`src/hdl/gcbd_pkg.sv`:
```
// Package: class codes, cluster state codes and shared types for the boundary detector.
`timescale 1ns / 1ps

package gcbd_pkg;

   typedef logic [4:0] class_type;
   typedef logic [3:0] state_type;

   typedef struct packed {
      state_type state_out;
      logic      boundary;
   } step_result_type;

   localparam class_type CLASS_OTHER         = 5'd0;
   localparam class_type CLASS_CR            = 5'd1;
   localparam class_type CLASS_LF            = 5'd2;
   localparam class_type CLASS_CONTROL       = 5'd3;
   localparam class_type CLASS_EXTEND        = 5'd4;
   localparam class_type CLASS_INCB_EXTEND   = 5'd5;
   localparam class_type CLASS_INCB_LINKER   = 5'd6;
   localparam class_type CLASS_ZWJ           = 5'd7;
   localparam class_type CLASS_SPACINGMARK   = 5'd8;
   localparam class_type CLASS_PREPEND       = 5'd9;
   localparam class_type CLASS_L             = 5'd10;
   localparam class_type CLASS_V             = 5'd11;
   localparam class_type CLASS_T             = 5'd12;
   localparam class_type CLASS_LV            = 5'd13;
   localparam class_type CLASS_LVT           = 5'd14;
   localparam class_type CLASS_RI            = 5'd15;
   localparam class_type CLASS_PICTO         = 5'd16;
   localparam class_type CLASS_CONSONANT     = 5'd17;

   localparam state_type ST_GROUND           = 4'd0;
   localparam state_type ST_AFTER_CR         = 4'd1;
   localparam state_type ST_PRECORE          = 4'd2;
   localparam state_type ST_POSTCORE         = 4'd3;
   localparam state_type ST_RI               = 4'd4;
   localparam state_type ST_HANGUL_L         = 4'd5;
   localparam state_type ST_HANGUL_T         = 4'd6;
   localparam state_type ST_HANGUL_V         = 4'd7;
   localparam state_type ST_PICTO_ZWJ        = 4'd8;
   localparam state_type ST_PICTO_NEXT       = 4'd9;
   localparam state_type ST_CONJ_LINKER      = 4'd10;
   localparam state_type ST_CONJ_CONSONANT   = 4'd11;
   // cluster closes with this code point, then ground
   localparam state_type ST_CLOSE            = 4'd12;

endpackage

```
`src/hdl/gcbd_step.sv`:
```
// Combinational cluster recognizer step: next state and boundary flag for one class.
`timescale 1ns / 1ps

module gcbd_step
   import gcbd_pkg::*;
(
   input  state_type       state_in,
   input  class_type       class_in,
   output step_result_type result
);

   function automatic state_type nx_postcore(input class_type c);
      state_type r;
      case (c) inside
         CLASS_EXTEND, CLASS_INCB_EXTEND, CLASS_INCB_LINKER,
         CLASS_ZWJ, CLASS_SPACINGMARK: r = ST_POSTCORE;
         default: r = ST_GROUND;
      endcase
      return r;
   endfunction

   function automatic state_type nx_precore(input class_type c);
      state_type r;
      case (c) inside
         CLASS_PREPEND: r = ST_PRECORE;
         CLASS_L: r = ST_HANGUL_L;
         CLASS_V, CLASS_LV: r = ST_HANGUL_V;
         CLASS_LVT, CLASS_T: r = ST_HANGUL_T;
         CLASS_RI: r = ST_RI;
         CLASS_PICTO: r = ST_PICTO_ZWJ;
         CLASS_CONSONANT: r = ST_CONJ_LINKER;
         CLASS_CONTROL, CLASS_LF, CLASS_CR: r = ST_GROUND;
         default: r = ST_POSTCORE;
      endcase
      return r;
   endfunction

   function automatic state_type nx_ground(input class_type c);
      state_type r;
      case (c) inside
         CLASS_CONTROL, CLASS_LF: r = ST_CLOSE;
         CLASS_CR: r = ST_AFTER_CR;
         default: r = nx_precore(c);
      endcase
      return r;
   endfunction

   function automatic state_type nx_state(input state_type s, input class_type c);
      state_type r;
      unique case (s)
         ST_AFTER_CR: begin
            r = (c == CLASS_LF) ? ST_CLOSE : ST_GROUND;
         end
         ST_PRECORE: r = nx_precore(c);
         ST_POSTCORE: r = nx_postcore(c);
         ST_RI: begin
            r = (c == CLASS_RI) ? ST_POSTCORE : nx_postcore(c);
         end
         ST_HANGUL_L: begin
            if (c == CLASS_L) r = ST_HANGUL_L;
            else if (c == CLASS_V || c == CLASS_LV) r = ST_HANGUL_V;
            else if (c == CLASS_LVT) r = ST_HANGUL_T;
            else r = nx_postcore(c);
         end
         ST_HANGUL_T: begin
            r = (c == CLASS_T) ? ST_HANGUL_T : nx_postcore(c);
         end
         ST_HANGUL_V: begin
            if (c == CLASS_V) r = ST_HANGUL_V;
            else if (c == CLASS_T) r = ST_HANGUL_T;
            else r = nx_postcore(c);
         end
         ST_PICTO_ZWJ: begin
            if (c == CLASS_EXTEND || c == CLASS_INCB_EXTEND || c == CLASS_INCB_LINKER)
               r = ST_PICTO_ZWJ;
            else if (c == CLASS_ZWJ) r = ST_PICTO_NEXT;
            else r = nx_postcore(c);
         end
         ST_PICTO_NEXT: begin
            r = (c == CLASS_PICTO) ? ST_PICTO_ZWJ : nx_postcore(c);
         end
         ST_CONJ_LINKER: begin
            if (c == CLASS_INCB_LINKER) r = ST_CONJ_CONSONANT;
            else if (c == CLASS_INCB_EXTEND || c == CLASS_ZWJ) r = ST_CONJ_LINKER;
            else r = nx_postcore(c);
         end
         ST_CONJ_CONSONANT: begin
            if (c == CLASS_CONSONANT) r = ST_CONJ_LINKER;
            else if (c == CLASS_INCB_LINKER || c == CLASS_INCB_EXTEND || c == CLASS_ZWJ)
               r = ST_CONJ_CONSONANT;
            else r = nx_postcore(c);
         end
         default: r = nx_ground(c);
      endcase
      return r;
   endfunction

   class_type cls;
   state_type st;
   state_type nx;
   state_type nx_retry;
   logic      bnd;

   always_comb begin
      // out-of-range classes act as other; unreachable states act as ground
      cls = (class_in > CLASS_CONSONANT) ? CLASS_OTHER : class_in;
      st  = (state_in >= ST_CLOSE) ? ST_GROUND : state_in;
      nx  = nx_state(st, cls);
      bnd = (st == ST_GROUND);
      nx_retry = nx_ground(cls);
      if (nx == ST_GROUND) begin
         nx  = nx_retry;
         bnd = 1'b1;
      end
      if (nx == ST_CLOSE) begin
         nx = ST_GROUND;
      end
      result.state_out = nx;
      result.boundary  = bnd;
   end

endmodule

```
`src/hdl/grapheme_cluster_boundary_detector_unit.sv`:
```
// Top level: grapheme cluster boundary detector with input and result registers.
//
//   channel  direction  handshake              payload
//   req      in         req_valid / req_ready  req_break_class (5b)
//   rsp      out        rsp_valid / rsp_ready  rsp_boundary_before (1b)
//
// One class per cycle unless rsp stalls; rsp_valid flags the result register.
// The input register feeds the recognizer step, whose result lands in the result
// register while the cluster state updates in the same cycle.
// Synchronous reset puts the cluster state at ground and empties both registers.
// A stalled rsp holds the result register; the input register still takes one item.
`timescale 1ns / 1ps

module grapheme_cluster_boundary_detector_unit
   import gcbd_pkg::*;
(
   input  logic      clock,
   input  logic      reset,
   input  logic      req_valid,
   output logic      req_ready,
   input  class_type req_break_class,
   output logic      rsp_valid,
   input  logic      rsp_ready,
   output logic      rsp_boundary_before
);

   logic            in_valid_ff;
   logic            in_valid_in;
   class_type       in_class_ff;
   logic            out_valid_ff;
   logic            out_valid_in;
   logic            out_bnd_ff;
   state_type       cluster_state_ff;
   logic            advance;
   step_result_type step;

   gcbd_step u_step (
      .state_in (cluster_state_ff),
      .class_in (in_class_ff),
      .result   (step)
   );

   assign advance   = in_valid_ff && (!out_valid_ff || rsp_ready);
   assign req_ready = !in_valid_ff || advance;

   always_comb begin
      in_valid_in  = in_valid_ff;
      out_valid_in = out_valid_ff;
      if (out_valid_ff && rsp_ready) out_valid_in = 1'b0;
      if (advance) begin
         out_valid_in = 1'b1;
         in_valid_in  = 1'b0;
      end
      if (req_valid && req_ready) in_valid_in = 1'b1;
   end

   always_ff @(posedge clock) begin
      if (reset) begin
         in_valid_ff      <= 1'b0;
         out_valid_ff     <= 1'b0;
         cluster_state_ff <= ST_GROUND;
      end else begin
         in_valid_ff  <= in_valid_in;
         out_valid_ff <= out_valid_in;
         if (advance) cluster_state_ff <= step.state_out;
      end
   end

   always_ff @(posedge clock) begin
      if (req_valid && req_ready) in_class_ff <= req_break_class;
      if (advance) out_bnd_ff <= step.boundary;
   end

   assign rsp_valid           = out_valid_ff;
   assign rsp_boundary_before = out_bnd_ff;

endmodule
```
`config.mk`:
```
export PLATFORM = sky130hd
export DESIGN_NAME = grapheme_cluster_boundary_detector_unit
export DESIGN_NICKNAME = d
export VERILOG_FILES = /design/src/hdl/gcbd_pkg.sv /design/src/hdl/gcbd_step.sv /design/src/hdl/grapheme_cluster_boundary_detector_unit.sv
export SDC_FILE = /design/constraint.sdc
export NUM_CORES = 1
export LEC_CHECK = 0
export ABC_CLOCK_PERIOD_IN_PS = 4100
export BUFFER_PORTS_ARGS = -buffer_cell sky130_fd_sc_hd__buf_2
export CAP_MARGIN = 25
export CORE_MARGIN = 2
export CORE_UTILIZATION = 28
export DETAILED_ROUTE_END_ITERATION = 10
export PLACE_DENSITY = 0.42
export RECOVER_POWER = 50
export SYNTH_ARGS = -nofsm -noshare
export SYNTH_HDL_FRONTEND = slang
export SYNTH_SLANG_ARGS = --single-unit
export TNS_END_PERCENT = 100
```
`constraint.sdc`:
```
create_clock -name clock -period 4.1 [get_ports clock]
set_clock_uncertainty 0.1 [all_clocks]
set_input_delay 0.41 -clock clock [delete_from_list [all_inputs] [get_ports clock]]
set_output_delay 0.41 -clock clock [all_outputs]
set_load 0.01 [all_outputs]
```
==> results_dict.tcl <==
set metrics [dict create \
    yosys.cell_types.count 55 \
    via_count 1194 \
    yosys_register_bits 12 \
    top_area_cells_in_the_synthesized_netlist "edfxtp_1 14%, dfxtp_1 9.3%, nor2_1 5.2%, nand2b_1 4.4%, nand2_1 3.2%" \
    timing.critical_path.to "cluster_state_ff[1]" \
    clockPowerShare_pct 22.6 \
    first_pass_grt_wire_length_um 5930 \
    ios 12 \
    timing.hold.worst.class "input pin to flop" \
    synth_largest_area_cell "edfxtp_1" \
    setup_viol 0 \
    coreArea_um2 4410 \
    cts_sinks 12 \
    timing.setup.tns_ns 0 \
    total_standard_cell_area_after_synthesis_um2 1290 \
    power_switching_uw 186 \
    worst_ep_arrival_time_ns 2.75 \
    die_area_um2 5180 \
    maxClockFrequency_mhz 367 \
    clk_transition_reported_paths_ns 0.05 \
    htree_levels 1 \
    syn-instance-count 153 \
    timing.critical_path.slowest_stage_cell "ha_1" \
    numCtsBuffers 3 \
    remaining_drc_errors 0 \
    comb_power_share_pct 42.2 \
    crit_chain "inv_1 -> ha_1 -> and4bb_1 -> a31oi_1 -> or3_1 -> and3_1 -> o22a_1 -> a311oi_2 -> nor3_2" \
    yosys_most_used_dff "edfxtp_1" \
    detail_route.first_pass.iterations 4 \
    place.gp.congestion 0.849 \
    final-hold-violation-count 0 \
    leakagePower_uw 0.000465 \
    p_seq_share_pct 35.2 \
    post-cts-setup-buffers 0 \
    final_report_max_slew_violation_count 0 \
    critPathMaxStageDelay_ns 0.48 \
    detailed_place_hpwl_um 2500 \
    tritoncts "done" \
    worstPathRequired_ns 4.12 \
    path_delay_family "simple AND/OR/NAND/NOR gates" \
    power_switching_share_pct 38.5 \
    timing.hold.worst.start "req_break_class[1]" \
    port_buffer_count 11 \
    grt_pass1_vias 1209 \
    ctsLongestPathBuffers 2 \
    count_of_flip_flops_with_a_built_in_enable_after_synthesis 6 \
    dieWidth_um 71.9 \
    internal_power_uw 297 \
    storage_element_area_um2 300 \
    final.min_clock_period_ns 2.73 \
    worstRegToRegCells 9 \
    vdd_drop_max_mv 0.187 \
    std_cell_rows 24 \
    wl_per_cell_um 16.1 \
    worst_setup_path_start_kind "flop" \
    cp_num_cells 9 \
    antenna_violations_before_repair 0 \
    synth.yosys.warnings 0 \
    crit_start "cluster_state_ff[2]" \
    postcts_resize_cnt 0 \
    grt_remaining_overflow 0 \
    setup_repair_after_global_routing_missed_its_margin "false" \
    floorplan.die.height_um 71.9 \
    routed_wl_um 3370 \
    diodes 0 \
    multi_input_comb_area_um2 898 \
    final_worst_hold_slack_ns 0.245 \
    num-fill-cells 470 \
    timing.rr.start "cluster_state_ff[2]" \
    vias_per_cell 5.71 \
    flow.area_growth_from_synthesis_pct 6.49 \
    post_synthesis_sequential_area_ratio_pct 23.2 \
    grt.total_usage_pct 14.3 \
    synth_top_area_share_pct 13.9 \
    slew-limit-headroom_pct 50.2 \
    worst-path-max-fanout 9 \
    start_util_pct 29.3 \
    synth_fp_nets 165 \
    nets 170 \
    syn_avg_cell_area_um2 8.45 \
    power_density_nw_per_um2 350 \
    clkLatencyLatePin_ns 0.24 \
    synthMostInstantiatedCell "nor2_1" \
    cp.buffers_inverters 1 \
    critPathCaptureType "flop" \
    synthArstFlopShare_pct 0 \
    worstSetupPathType "flop to flop" \
    outcome "finished, final reports clean" \
    timing.rr.end "cluster_state_ff[1]" \
    drv_cap 0 \
    ctsRootBufferMaster "clkbuf_8" \
    synth_top_cells_by_count "18 x nor2_1, 11 x nand2_1, 9 x nand2b_1" \
    largest_net_degree_at_the_start_of_global_routing 24 \
    final_layout_size_suffix_gt1_share_pct 17.2 \
    ff2ff_setup_slack_ns 1.37 \
    layout_worst_path_cycle_share_pct 66.5 \
    drtAntennaViolNets 0 \
    worstMarginPinSlew_ns 0.747 \
    first_iter_violations 89 \
    cts_hold_buffers 0 \
]
-- final cells by class --
type	instances	area share, %
clock buffers	3	3.00
clock inverters	1	0.273
inverters	4	1.09
multi-input cells	126	65.3
flip-flops and latches	12	21.8
well taps	52	4.73
repair buffers	11	3.82
-- flip-flops by register name (all words and copies together), names as in the netlist --
| signal | flops |
|---|---|
| cluster_state_ff | 4 |
| in_class_ff | 5 |
| in_valid_ff | 1 |
| rsp_valid | 1 |
| rsp_boundary_before | 1 |
-- cells by family (layout without fill, tap and decap cells) --
logic type / count (synthesis) / in the layout / synth area share (%)
AO/OA/AOI/OAI: 40 / 40 / 27.7
XOR/XNOR: 3 / 3 / 2.03
adder cells (fa/ha/maj): 3 / 3 / 2.90
buffers and inverters: 15 / 19 / 7.26
flip-flops: 12 / 12 / 23.2
multiplexers: 3 / 3 / 2.32
AND/OR/NAND/NOR: 77 / 77 / 34.6
-- cell usage in the layout (no fill, tap or decap), types with 3 or more instances in the layout --
cell / Yosys / layout
nor2_1: 18 / 18
nand2_1: 11 / 11
nand2b_1: 9 / 9
buf_2: 6 / 9
nor2b_1: 6 / 6
dfxtp_1: 6 / 6
edfxtp_1: 6 / 6
nand3_1: 5 / 5
o21ai_0: 5 / 5
a21oi_1: 5 / 5
nor3_1: 5 / 5
inv_1: 4 / 4
or3_1: 4 / 4
mux2i_1: 3 / 3
o2bb2ai_1: 3 / 3
a211oi_1: 3 / 3
o32a_1: 3 / 3
ha_1: 3 / 3
clkbuf_8: 0 / 3
-- worst min-delay path by stage --
stage | to | slack (ns) | depth (start not counted)
after floorplan | cluster_state_ff[1] | 0.38 | 1
after global placement | rsp_valid | 0.40 | 2
after detailed placement | rsp_valid | 0.42 | 2
after CTS | in_class_ff[1] | 0.24 | 1
after global routing | in_class_ff[1] | 0.23 | 1
final | in_class_ff[1] | 0.24 | 1
-- routing by layer --
layer | vias to the layer above | wire length, um | GRT usage, %
met5 | - | 0 | 0
met4 | 0 | 53 | 7.34
met3 | 6 | 124 | 1.39
met2 | 37 | 1600 | 22.9
met1 | 570 | 1590 | 19.0
li1 | 581 | - | -
-- power groups by stage --
stage / Sequential (uW) / Combinational [uW] / Clock (uW)
after floorplan: 150 / 187 / 0
after global placement: 172 / 201 / 0
after detailed placement: 172 / 201 / 0
after CTS: 169 / 203 / 113
after global routing: 173 / 225 / 118
final: 170 / 203 / 109
-- metrics by stage --
step           cell area (um^2)  util (%)  total power (uW)  std cells  worst slack (ns)
5_1_grt                    1380      31.2               516        209              1.21
3_5_place_dp               1330      30.2               373        205              1.42
2_1_floorplan              1290         -               337        153              1.71
3_3_place_gp               1330      30.2               373        205              1.37
4_1_cts                    1380      31.2               485        209              1.39
6_report                   1380      31.2               482        209              1.37
-- worst reg2reg max path: cells and delay by family (launching register included) --
| kind | cells | cell delay, ns |
|---|---|---|
| AND/OR/NAND/NOR | 4 | 1.02 |
| AO/OA/AOI/OAI | 3 | 0.58 |
| adder cells (fa/ha/maj) | 1 | 0.48 |
| flip-flops | 1 | 0.38 |
| buffers and inverters | 1 | 0.06 |
Power figures use the tool's default switching activity.
